File: config.mk
export PLATFORM = sky130hd
export DESIGN_NAME = dual_supply_self_test_sequencer_top
export DESIGN_NICKNAME = d
export VERILOG_FILES = /design/src/rtl/dsst_pkg.sv /design/src/rtl/dual_supply_self_test_sequencer_top.sv /design/src/rtl/dsst_cfg_regs.sv /design/src/rtl/dsst_seq_core.sv
export SDC_FILE = /design/constraint.sdc
export NUM_CORES = 1
export LEC_CHECK = 0
export BUFFER_PORTS_ARGS = -buffer_cell sky130_fd_sc_hd__buf_2
export CAP_MARGIN = 30
export CORE_ASPECT_RATIO = 0.8
export CORE_MARGIN = 1
export CORE_UTILIZATION = 32
export CTS_CLUSTER_DIAMETER = 30
export DETAILED_ROUTE_END_ITERATION = 12
export PLACE_DENSITY = 0.49
export REMOVE_ABC_BUFFERS = 1
export SKIP_LAST_GASP = 1
export SYNTH_ARGS = -nofsm -noshare
export SYNTH_HDL_FRONTEND = slang
export SYNTH_SLANG_ARGS = --single-unit
File: constraint.sdc
create_clock -name clk -period 6.6 [get_ports clk]
set_input_delay 0.33 -clock clk [delete_from_list [all_inputs] [get_ports clk]]
set_output_delay 0.33 -clock clk [all_outputs]
set_load 0.05 [all_outputs]
File: src/rtl/dsst_pkg.sv
// Types, codes and reset values shared by the self-test sequencer modules.
package dsst_pkg;

    localparam logic KIND_POLL    = 1'b0;
    localparam logic KIND_RESTART = 1'b1;

    localparam int CFG_INDEX_W = 3;
    localparam int CFG_DATA_W  = 16;
    localparam int IN_TDATA_W  = 72;
    localparam int OUT_TDATA_W = 16;

    typedef enum logic [CFG_INDEX_W-1:0] {
        REG_TEST_VOLTAGE  = 3'd0,
        REG_TEST_CURRENT  = 3'd1,
        REG_VOLTAGE_TOL   = 3'd2,
        REG_SETTLE        = 3'd3,
        REG_TIMEOUT       = 3'd4
    } reg_index_t;

    localparam logic [15:0] TEST_VOLTAGE_RESET = 16'd12000;
    localparam logic [13:0] TEST_CURRENT_RESET = 14'd1000;
    localparam logic [15:0] VOLTAGE_TOL_RESET  = 16'd500;
    localparam logic [15:0] SETTLE_RESET       = 16'd1000;
    localparam logic [15:0] TIMEOUT_RESET      = 16'd5000;

    typedef enum logic [2:0] {
        PH_START       = 3'd0,
        PH_WAIT_WRITES = 3'd1,
        PH_CHECK       = 3'd2,
        PH_ENABLE0     = 3'd3,
        PH_VERIFY0     = 3'd4,
        PH_ENABLE1     = 3'd5,
        PH_VERIFY1     = 3'd6,
        PH_COMPLETE    = 3'd7
    } phase_t;

    typedef enum logic [1:0] {
        ST_BUSY = 2'd0,
        ST_PASS = 2'd1,
        ST_FAIL = 2'd2
    } status_t;

    typedef enum logic [2:0] {
        CAUSE_NONE       = 3'd0,
        CAUSE_OFFLINE    = 3'd1,
        CAUSE_VOLTAGE    = 3'd2,
        CAUSE_OUTPUT0    = 3'd3,
        CAUSE_OUTPUT1    = 3'd4,
        CAUSE_INCOMPLETE = 3'd5
    } cause_t;

    typedef struct packed {
        logic [15:0] test_voltage_mv;
        logic [13:0] test_current_ma;
        logic [15:0] voltage_tolerance_mv;
        logic [15:0] settle_ms;
        logic [15:0] timeout_ms;
    } cfg_t;

    typedef struct packed {
        logic        kind;
        logic [31:0] now_ms;
        logic        ch0_writes_pending;
        logic        ch1_writes_pending;
        logic        both_connected;
        logic [15:0] ch0_set_voltage_mv;
        logic [15:0] ch1_set_voltage_mv;
        logic        ch0_output_on;
        logic        ch1_output_on;
    } in_item_t;

    typedef struct packed {
        logic    disable_ch1;
        logic    enable_ch1;
        logic    disable_ch0;
        logic    enable_ch0;
        logic    write_test_setpoints;
        cause_t  fail_cause;
        status_t test_status;
    } result_t;

endpackage

File: src/rtl/dual_supply_self_test_sequencer_top.sv
// Top level of the dual supply self-test sequencer.
//
//   Channel   Direction  Handshake              Payload
//   s_*       in         s_tvalid / s_tready    s_tdata (poll fields), s_tuser (kind)
//   m_*       out        m_tvalid / m_tready    m_tdata (status, cause, commands)
//   cfg_*     in         cfg_valid / cfg_ready  cfg_index, cfg_data
//
// One transaction is taken per cycle while the output does not stall, and its result
// is offered on the output once it has passed the input and output registers.
// The input register feeds the phase logic, whose result lands in the output register.
// A stall on the output holds the output register and a full input register; the input side keeps taking a
// transaction while the output register drains in the same cycle.
// Reset returns the test to its start phase and the configuration registers to their defaults.
module dual_supply_self_test_sequencer_top
    import dsst_pkg::*;
(
    input  logic                   clk,
    input  logic                   rst_n,
    input  logic                   s_tvalid,
    output logic                   s_tready,
    // now_ms[31:0], ch0_writes_pending[32], ch1_writes_pending[33],
    // both_connected[34], ch0_set_voltage_mv[50:35], ch1_set_voltage_mv[66:51],
    // ch0_output_on[67], ch1_output_on[68], zero[71:69]
    input  logic [IN_TDATA_W-1:0]  s_tdata,
    // kind[0]
    input  logic                   s_tuser,
    output logic                   m_tvalid,
    input  logic                   m_tready,
    // test_status[1:0], fail_cause[4:2], write_test_setpoints[5], enable_ch0[6],
    // disable_ch0[7], enable_ch1[8], disable_ch1[9], zero[15:10]
    output logic [OUT_TDATA_W-1:0] m_tdata,
    input  logic                   cfg_valid,
    output logic                   cfg_ready,
    input  logic [CFG_INDEX_W-1:0] cfg_index,
    input  logic [CFG_DATA_W-1:0]  cfg_data
);

    cfg_t     cfg;
    in_item_t in_item;
    in_item_t in_item_reg;
    logic     in_valid_reg;
    logic     in_valid_next;
    result_t  result;
    result_t  out_reg;
    logic     out_valid_reg;
    logic     out_valid_next;
    logic     advance;
    logic     fire;

    assign in_item.kind               = s_tuser;
    assign in_item.now_ms             = s_tdata[31:0];
    assign in_item.ch0_writes_pending = s_tdata[32];
    assign in_item.ch1_writes_pending = s_tdata[33];
    assign in_item.both_connected     = s_tdata[34];
    assign in_item.ch0_set_voltage_mv = s_tdata[50:35];
    assign in_item.ch1_set_voltage_mv = s_tdata[66:51];
    assign in_item.ch0_output_on      = s_tdata[67];
    assign in_item.ch1_output_on      = s_tdata[68];

    assign advance  = !out_valid_reg || m_tready;
    assign s_tready = !in_valid_reg || advance;
    assign fire     = in_valid_reg && advance;

    assign in_valid_next  = s_tready ? s_tvalid : in_valid_reg;
    assign out_valid_next = advance ? in_valid_reg : out_valid_reg;

    dsst_cfg_regs u_cfg_regs (
        .clk       (clk),
        .rst_n     (rst_n),
        .cfg_valid (cfg_valid),
        .cfg_ready (cfg_ready),
        .cfg_index (cfg_index),
        .cfg_data  (cfg_data),
        .cfg       (cfg)
    );

    dsst_seq_core u_seq_core (
        .clk    (clk),
        .rst_n  (rst_n),
        .cfg    (cfg),
        .item   (in_item_reg),
        .fire   (fire),
        .result (result)
    );

    always_ff @(posedge clk or negedge rst_n)
    begin
        if (!rst_n)
        begin
            in_valid_reg  <= 1'b0;
            out_valid_reg <= 1'b0;
        end
        else
        begin
            in_valid_reg  <= in_valid_next;
            out_valid_reg <= out_valid_next;
        end
    end

    always_ff @(posedge clk)
    begin
        if (s_tvalid && s_tready)
        begin
            in_item_reg <= in_item;
        end
        if (fire)
        begin
            out_reg <= result;
        end
    end

    assign m_tvalid = out_valid_reg;
    assign m_tdata  = {6'd0, out_reg};

endmodule

File: src/rtl/dsst_cfg_regs.sv
// Configuration register bank of the self-test sequencer.
module dsst_cfg_regs
    import dsst_pkg::*;
(
    input  logic                   clk,
    input  logic                   rst_n,
    input  logic                   cfg_valid,
    output logic                   cfg_ready,
    input  logic [CFG_INDEX_W-1:0] cfg_index,
    input  logic [CFG_DATA_W-1:0]  cfg_data,
    output cfg_t                   cfg
);

    cfg_t cfg_reg;
    cfg_t cfg_next;

    assign cfg_ready = 1'b1;
    assign cfg       = cfg_reg;

    always_comb
    begin
        cfg_next = cfg_reg;
        if (cfg_valid)
        begin
            unique case (cfg_index)
                REG_TEST_VOLTAGE: cfg_next.test_voltage_mv      = cfg_data;
                REG_TEST_CURRENT: cfg_next.test_current_ma      = cfg_data[13:0];
                REG_VOLTAGE_TOL:  cfg_next.voltage_tolerance_mv = cfg_data;
                REG_SETTLE:       cfg_next.settle_ms            = cfg_data;
                REG_TIMEOUT:      cfg_next.timeout_ms           = cfg_data;
                default:          cfg_next = cfg_reg;
            endcase
        end
    end

    always_ff @(posedge clk or negedge rst_n)
    begin
        if (!rst_n)
        begin
            cfg_reg.test_voltage_mv      <= TEST_VOLTAGE_RESET;
            cfg_reg.test_current_ma      <= TEST_CURRENT_RESET;
            cfg_reg.voltage_tolerance_mv <= VOLTAGE_TOL_RESET;
            cfg_reg.settle_ms            <= SETTLE_RESET;
            cfg_reg.timeout_ms           <= TIMEOUT_RESET;
        end
        else
        begin
            cfg_reg <= cfg_next;
        end
    end

endmodule

File: src/rtl/dsst_seq_core.sv
// Phase state machine of the self-test sequencer with its result logic.
module dsst_seq_core
    import dsst_pkg::*;
(
    input  logic     clk,
    input  logic     rst_n,
    input  cfg_t     cfg,
    input  in_item_t item,
    input  logic     fire,
    output result_t  result
);

    phase_t      phase_reg;
    phase_t      phase_next;
    logic [31:0] start_reg;
    logic [31:0] start_next;
    logic [1:0]  passed_reg;
    logic [1:0]  passed_next;

    logic [31:0] elapsed;
    logic        settled;
    logic        timed_out;
    logic [16:0] diff0;
    logic [16:0] diff1;
    logic        volt0_ok;
    logic        volt1_ok;
    logic        restart;

    assign restart   = (item.kind == KIND_RESTART);
    assign elapsed   = item.now_ms - start_reg;
    assign settled   = elapsed >= {16'd0, cfg.settle_ms};
    assign timed_out = elapsed > {16'd0, cfg.timeout_ms};

    assign diff0 = {1'b0, item.ch0_set_voltage_mv} - {1'b0, cfg.test_voltage_mv};
    assign diff1 = {1'b0, item.ch1_set_voltage_mv} - {1'b0, cfg.test_voltage_mv};
    assign volt0_ok = diff0[16] ? ((~diff0[15:0] + 16'd1) <= cfg.voltage_tolerance_mv)
                                : (diff0[15:0] <= cfg.voltage_tolerance_mv);
    assign volt1_ok = diff1[16] ? ((~diff1[15:0] + 16'd1) <= cfg.voltage_tolerance_mv)
                                : (diff1[15:0] <= cfg.voltage_tolerance_mv);

    always_comb
    begin
        phase_next  = phase_reg;
        start_next  = start_reg;
        passed_next = passed_reg;
        if (restart)
        begin
            phase_next  = PH_START;
            start_next  = 32'd0;
            passed_next = 2'b00;
        end
        else
        begin
            unique case (phase_reg)
                PH_START:
                begin
                    phase_next = PH_WAIT_WRITES;
                    start_next = item.now_ms;
                end
                PH_WAIT_WRITES:
                begin
                    if (!item.ch0_writes_pending && !item.ch1_writes_pending)
                    begin
                        phase_next = PH_CHECK;
                        start_next = item.now_ms;
                    end
                end
                PH_CHECK:
                begin
                    if (settled && item.both_connected && volt0_ok && volt1_ok)
                    begin
                        phase_next = PH_ENABLE0;
                        start_next = item.now_ms;
                    end
                end
                PH_ENABLE0:
                begin
                    phase_next = PH_VERIFY0;
                    start_next = item.now_ms;
                end
                PH_VERIFY0:
                begin
                    if (settled && item.ch0_output_on)
                    begin
                        passed_next[0] = 1'b1;
                        phase_next     = PH_ENABLE1;
                        start_next     = item.now_ms;
                    end
                end
                PH_ENABLE1:
                begin
                    if (settled)
                    begin
                        phase_next = PH_VERIFY1;
                        start_next = item.now_ms;
                    end
                end
                PH_VERIFY1:
                begin
                    if (settled && item.ch1_output_on)
                    begin
                        passed_next[1] = 1'b1;
                        phase_next     = PH_COMPLETE;
                        start_next     = item.now_ms;
                    end
                end
                PH_COMPLETE:
                begin
                    phase_next = PH_COMPLETE;
                end
            endcase
        end
    end

    always_comb
    begin
        result = '{test_status: ST_BUSY, fail_cause: CAUSE_NONE, default: 1'b0};
        if (!restart)
        begin
            unique case (phase_reg)
                PH_START:
                begin
                    result.write_test_setpoints = 1'b1;
                end
                PH_WAIT_WRITES:
                begin
                    result.test_status = ST_BUSY;
                end
                PH_CHECK:
                begin
                    if (settled && !item.both_connected)
                    begin
                        result.test_status = ST_FAIL;
                        result.fail_cause  = CAUSE_OFFLINE;
                    end
                    else if (settled && (!volt0_ok || !volt1_ok))
                    begin
                        result.test_status = ST_FAIL;
                        result.fail_cause  = CAUSE_VOLTAGE;
                    end
                end
                PH_ENABLE0:
                begin
                    result.enable_ch0 = 1'b1;
                end
                PH_VERIFY0:
                begin
                    if (settled && item.ch0_output_on)
                    begin
                        result.disable_ch0 = 1'b1;
                    end
                    else if (settled && timed_out)
                    begin
                        result.test_status = ST_FAIL;
                        result.fail_cause  = CAUSE_OUTPUT0;
                    end
                end
                PH_ENABLE1:
                begin
                    result.enable_ch1 = settled;
                end
                PH_VERIFY1:
                begin
                    if (settled && item.ch1_output_on)
                    begin
                        result.disable_ch1 = 1'b1;
                    end
                    else if (settled && timed_out)
                    begin
                        result.test_status = ST_FAIL;
                        result.fail_cause  = CAUSE_OUTPUT1;
                    end
                end
                PH_COMPLETE:
                begin
                    if (settled && (passed_reg == 2'b11))
                    begin
                        result.test_status = ST_PASS;
                    end
                    else if (settled)
                    begin
                        result.test_status = ST_FAIL;
                        result.fail_cause  = CAUSE_INCOMPLETE;
                    end
                end
            endcase
        end
    end

    always_ff @(posedge clk or negedge rst_n)
    begin
        if (!rst_n)
        begin
            phase_reg  <= PH_START;
            start_reg  <= 32'd0;
            passed_reg <= 2'b00;
        end
        else if (fire)
        begin
            phase_reg  <= phase_next;
            start_reg  <= start_next;
            passed_reg <= passed_next;
        end
    end

endmodule

### After elaboration in Yosys (flattened, before gate mapping)

Index checks and enable logic that the tools add are counted.

* $add $sub $neg: 5
* $lt $le $gt $ge: 6
* equality and inequality tests: 16
* mux-type cells: 36
* bitwise operators: 5
* reductions and logical operators: 41

Operators with widths (count)
* $mux W32: 6
* $pmux W32 S6: 1
* $le A16 B16 Y1: 4
* $sub A16 B16 Y17: 2
* $add A16 B1 Y16 const B: 2
* $ge A32 B16 Y1: 1
* $gt A32 B16 Y1: 1
* $not A16 Y16: 2
* $sub A32 B32 Y32: 1
* $pmux W3 S8: 1
* $mux W3: 7
* $mux W4: 4
* $eq A3 B3 Y1 const B: 5
* $mux W5: 3
* $ne A3 B2 Y1 const B: 5
* $eq A3 B2 Y1 const B: 4
* $logic_and A1 B1 Y1: 12
* $pmux W3 S4: 1
* $mux W1: 10
* $pmux W2 S4: 1
* $reduce_and A2 Y1: 4
* $reduce_bool A2 Y1: 4
* $reduce_or A2 Y1: 4
* $logic_not A1 Y1: 7
* other kinds (10): 17

* flip-flop bits (word level): 183
* output and inout port bits: 19
* word-level logic and storage cells: 135

### Longest topological paths before layout

* depth in word-level cells: 11
* mapped depth: 27
* depth with buffers taken out: 26

### Hierarchy

Synthesis repeated with hierarchy kept, for this count alone.

* cell total of the unflattened synthesis: 1311
* area, all modules: 13678.1 µm²

By module, submodules not included
* dsst_seq_core: instances 1, cells each 1045, area each 8089.0 µm²
* dsst_cfg_regs: instances 1, cells each 171, area each 3034.2 µm²
* dual_supply_self_test_sequencer_top: instances 1, cells each 95, area each 2555.0 µm²

### Worst setup path after synthesis

Ideal clock, no wire load.

* kind: register to register
* from: register u_cfg_regs.cfg_reg (netlist bit u_cfg_regs.cfg[62])
* to: register u_seq_core.start_reg[31]
* library setup time: 0.121 ns
* data arrival time: 5.149 ns
* required time: 6.479 ns
* path slack: 1.330 ns
* stages on the path, launching flop included: 25
* path through: dfrtp_1 -> ha_1 -> fa_1 -> nor2b_1 -> o31ai_2 -> a21boi_1 -> or2_2 -> a211o_1 -> a211oi_1 -> nand2b_1 -> or4_1 -> nor4_2 -> xnor2_1 -> ha_1 -> nand4_1 -> or2_2 -> nor3_1 -> a21oi_1 -> mux2i_1 -> o211a_1 -> a21o_1 -> o211ai_2 -> a21bo_4 -> buf_6 -> a22o_1

* longest elaborated chain between the ends: 9
* elaborated cells between the ends (all ways): 16

Ends and longest elaborated chain
* start: declaration: RTL line dsst_cfg_regs.sv:14 `cfg_t cfg_reg;`
* start signal: assignment: RTL line dsst_cfg_regs.sv:48 `cfg_reg <= cfg_next;`
* $sub A16 B16 Y17: RTL line dsst_seq_core.sv:34 `assign diff0 = {1'b0, item.ch0_set_voltage_mv} - {1'b0, cfg.test_voltage_mv};`
* $not A16 Y16: RTL line dsst_seq_core.sv:36 `assign volt0_ok = diff0[16] ? ((~diff0[15:0] + 16'd1) <= cfg.voltage_tolerance_mv)`
* $add A16 B1 Y16: RTL line dsst_seq_core.sv:36
* $le A16 B16 Y1: RTL line dsst_seq_core.sv:36
* $mux W1: RTL line dsst_seq_core.sv:36
* $logic_and A1 B1 Y1: RTL line dsst_seq_core.sv:70 `if (settled && item.both_connected && volt0_ok && volt1_ok)`
* $logic_and A1 B1 Y1 *: RTL line dsst_seq_core.sv:70
* $ne A3 B2 Y1 (no line) *
* $reduce_and A7 Y1 (no line) *
* end signal: assignment: RTL line dsst_seq_core.sv:201 `start_reg <= start_next;`
* end: declaration: RTL line dsst_seq_core.sv:15 `logic [31:0] start_reg;`

Every way passes the cells marked *; elsewhere a longest branch is shown, timed or not.
A chain may end at the register's enable or synchronous reset.

### Worst setup path in the final report

* from: register u_cfg_regs.cfg_reg (netlist bit u_cfg_regs.cfg[62])
* to: register u_seq_core.start_reg[4]

The elaborated chain is that of the path after synthesis.

==> impl.org <==
** Run status
- The flow ran to the end, and the final reports show no timing, DRC or antenna violations.

** Yosys
- The share of synthesized area in the top cell type comes to 18.5%.
- Primary flip-flop cell chosen by synthesis mapping :: sky130_fd_sc_hd__edfxtp_1
- sky130_fd_sc_hd__ha_1 is the most common cell in the netlist.
- The synthesized netlist contains 86 unique library cells.
- Sequential share of the synthesized area :: 38.6%
- Most frequent cells after synthesis :: sky130_fd_sc_hd__ha_1, sky130_fd_sc_hd__inv_1, sky130_fd_sc_hd__nand2_1, sky130_fd_sc_hd__o21ai_0, sky130_fd_sc_hd__edfxtp_1
- Yosys printed 0 warnings.
- Synth Area per Inst :: 9.86 sq um
- Top cells by area, synth :: sky130_fd_sc_hd__edfxtp_1, sky130_fd_sc_hd__ha_1, sky130_fd_sc_hd__dfrtp_1, sky130_fd_sc_hd__dfstp_2, sky130_fd_sc_hd__inv_1
- Post-synth EDFFs :: 80
- Synth Register Bits :: 183
- Most area-hungry cell type in the Yosys netlist :: sky130_fd_sc_hd__edfxtp_1
- Combined area of all synthesized cells :: 13,000 sq um
- Counting flops with an async set or reset pin after synthesis yields a share of 56.3%.
- The cell count after synthesis came out at 1,315.

** Drt
- Drt drc :: 0
- After detailed routing, the average wire length per cell comes to 17.7 um.
- Before antenna repair, the detailed router went through 5 iterations.
- For this block, the routed nets add up to 34,800 um of wire.
- Post-DRT Antenna Nets :: 0
- Using the TritonRoute via totals, the vias-per-cell ratio works out to 5.12.
- After the first detailed-routing iteration, the DRC count stood at 601.
- Summing over every cut layer, the via total after detailed routing is 10,100.

** Critical path
- The kind of cell with the highest combined delay along the critical path is simple AND/OR/NAND/NOR gates.
- On the critical path, the stage with the largest delay is an instance of sky130_fd_sc_hd__or4_1.
- Crit path DAT :: 6540 ps
- Ordered list of cells on the worst path :: ha_1 > fa_1 > nor2b_1 > o31ai_2 > a21boi_1 > or2_2 > a211o_1 > a211oi_1 > nand2b_1 > or4_1 > nor4_2 > xnor2_1 > ha_1 > nand4_1 > or2_2 > nor3_1 > a21oi_1 > mux2i_1 > o211a_1 > a21o_1 > o211ai_4 > nor3b_4 > buf_12 > a22o_1
- Worst Setup Path Type :: reg2reg
- CP required :: 7000 ps
- Peak fanout along the critical path :: 31
- On the worst path, the slowest cell contributes a delay of 450 ps.
- Buffer and inverter count on the worst path :: 1
- Worst setup SP type :: register
- Crit end category :: register

** Global routing
- Antenna violations before repair :: 2
- Entering global routing, the biggest net connects 58 pins.
- Via count of the first global-routing pass :: 9,469
- In the global route stage, overall resource usage came out at 17.0%.
- The first global-routing pass estimated 54,000 um of wire.
- Total congestion overflow after global routing :: 0

** Power
- Worst ir drop on vdd :: 0.203 mV
- Total power after layout :: 5.81 mW
- In this run the static leakage power is 6.21 nW.
- In this run the power density over the cells is 395 nW/um^2.

** Floorplan
- Die H :: 182 um
- Die area :: 41,300 sq um
- Placeable core area :: 39,700 sq um
- The initial utilization of the core area, before any placement, comes to 32.7%.
- For this design the top-level I/O count stands at 116.
- In this run the horizontal extent of the chip is 227 um.
- Count of standard-cell rows :: 65

** Clock network
- The root buffer cell chosen for the clock tree is sky130_fd_sc_hd__clkbuf_16.
- Clock-pin slew was measured on the worst setup and hold paths at 70 ps.
- Buffers inserted during clock tree synthesis total 17.
- The clock passes through at most 2 buffers.
- Counting every sink on the clock net gives 183.
- Insertion delay to the later sink of the worst-skew pair :: 470 ps
- Number of levels the H-tree was split into :: 4
- TritonCTS built the clock tree.

** STA
- Slew Limit Fails :: 0
- Worst slew margin relative to its limit :: 42.2%
- Final setup violation count :: 0
- Setup repair after global routing could not meet its margin everywhere.
- Derived from the worst setup path, the maximum achievable clock frequency is 163 MHz.
- The worst path needs 6150 ps of the cycle, external delays included.
- The clock arrives with 12.1 ps of skew.
- Final hold violation count :: 0
- Period Utilization, post-route :: 93.1%
- For the pin with the worst max-slew slack, the measured transition is 867 ps.

** Finish
- The filler cells instantiated in the layout total 4,090.
- Count of inserted antenna diode cells :: 0
- P&R area growth vs syn :: 13.5%
- Flip-flop count of the largest register, all copies and words added :: 70
- Final layout net count :: 1,678
- In the final layout, the share of cells above drive strength 1 is 16.0%.
- Final core utilization :: 37.1%

** Placed design
- HPWL after detailed placement :: 26,400 um
- In this run the tool buffered the top-level ports with 105 buffer cells.
- Routability congestion estimate :: 0.848

** Flow run
- Max-cap violations in this run came to 0.

** Worst hold path
- The worst hold path belongs to the class in2reg.
-- per-layer routing --
metal,vias up,track usage [%],part of all wire (%)
met2,203,23.5,40
li1,5052,-,-
met1,4806,26.6,54
met5,-,0,0.023
met4,2,3.57,0.87
met3,19,3.43,4.9
-- power by group --
| part | switching (mW) | total (mW) | internal [mW] | leakage, nW |
|---|---|---|---|---|
| Clock | 0.474 | 1.01 | 0.538 | 0.275 |
| Sequential | 0.113 | 1.54 | 1.42 | 2.02 |
| Combinational | 1.93 | 3.26 | 1.34 | 3.92 |
-- worst register-to-register path: stages (launching register included) --
cell	delay (ps)
sky130_fd_sc_hd__dfrtp_1	400
sky130_fd_sc_hd__ha_1	230
sky130_fd_sc_hd__fa_1	420
sky130_fd_sc_hd__nor2b_1	200
sky130_fd_sc_hd__o31ai_2	110
sky130_fd_sc_hd__a21boi_1	180
sky130_fd_sc_hd__or2_2	340
sky130_fd_sc_hd__a211o_1	320
sky130_fd_sc_hd__a211oi_1	310
sky130_fd_sc_hd__nand2b_1	150
sky130_fd_sc_hd__or4_1	450
sky130_fd_sc_hd__nor4_2	260
sky130_fd_sc_hd__xnor2_1	100
sky130_fd_sc_hd__ha_1	300
sky130_fd_sc_hd__nand4_1	110
sky130_fd_sc_hd__or2_2	310
sky130_fd_sc_hd__nor3_1	260
sky130_fd_sc_hd__a21oi_1	100
sky130_fd_sc_hd__mux2i_1	210
sky130_fd_sc_hd__o211a_1	230
sky130_fd_sc_hd__a21o_1	220
sky130_fd_sc_hd__o211ai_4	190
sky130_fd_sc_hd__nor3b_4	280
sky130_fd_sc_hd__buf_12	210
sky130_fd_sc_hd__a22o_1	190
-- repair_timing --
| action | 4_1_cts | 5_1_grt |
|---|---|---|
| resized for setup | 0 | 4 |
| hold buffers | 1 | 0 |
| endpoints found under the setup margin | 0 | 31 |
| setup buffers | 0 | 0 |
| hold endpoints to repair | 2 | 0 |
-- stage by stage --
step	setup TNS (ps)	cell area, sq um	std cells	hold slack (ps)	setup slack [ps]
floorplan	0	12700	1280	34.4	724
global placement	0	14100	1931	474	514
detailed placement	0	14100	1933	489	464
CTS	0	14700	1966	2.28	426
global route	-6.67	14700	1968	6.12	-3.53
finish	0	14700	1968	33.7	453
-- logic make-up after synthesis --
| family | synth area share (%) |
|---|---|
| compound gates | 19.8 |
| other cells | 0.0579 |
| simple gates | 13.7 |
| mux | 2.22 |
| buf+inv | 5.37 |
| flops | 38.6 |
| fa+ha+maj | 15.8 |
| xor+xnor | 4.39 |
-- cell type report --
| type | count | area (sq um) | share of cell area (%) |
|---|---|---|---|
| Multi-Input combinational cell | 978 | 7360 | 50.0 |
| Inverter | 121 | 454 | 3.09 |
| Sequential cell | 183 | 5010 | 34.0 |
| Timing Repair Buffer | 118 | 661 | 4.49 |
| Clock inverter | 9 | 61.3 | 0.417 |
| Clock buffer | 23 | 500 | 3.40 |
| Tap cell | 536 | 671 | 4.56 |
-- cell usage in the layout, fill, tap and decap left out, types with 21 or more instances in the layout --
cell type and n:
sky130_fd_sc_hd__a22o_1 32, sky130_fd_sc_hd__a21o_1 42, sky130_fd_sc_hd__inv_1 120, sky130_fd_sc_hd__dfrtp_1 79, sky130_fd_sc_hd__nand4_1 35, sky130_fd_sc_hd__a21oi_1 76
sky130_fd_sc_hd__nor3_1 35, sky130_fd_sc_hd__buf_2 104, sky130_fd_sc_hd__edfxtp_1 80, sky130_fd_sc_hd__mux2_2 21, sky130_fd_sc_hd__xor2_1 25, sky130_fd_sc_hd__nor2_1 59
sky130_fd_sc_hd__ha_1 159, sky130_fd_sc_hd__dfstp_2 24, sky130_fd_sc_hd__xnor2_1 40, sky130_fd_sc_hd__o21ai_0 90, sky130_fd_sc_hd__nand2_1 95
-- final timing paths --
check	startpoint	end	slack, ps	cells past startpoint
worst max-delay path	u_cfg_regs.cfg[62]	u_seq_core.start_reg[4]	450	24
worst min-delay path	s_tdata[16]	in_item_reg[53]	30	1
worst max register to register	u_cfg_regs.cfg[62]	u_seq_core.start_reg[4]	450	24
worst min register to register	in_valid_reg	m_tvalid	490	1
max in group asynchronous	rst_n	u_cfg_regs.cfg[29]	4920	3
min in group asynchronous	rst_n	in_valid_reg	530	2
No activity file was read; power rests on OpenSTA's default activity.
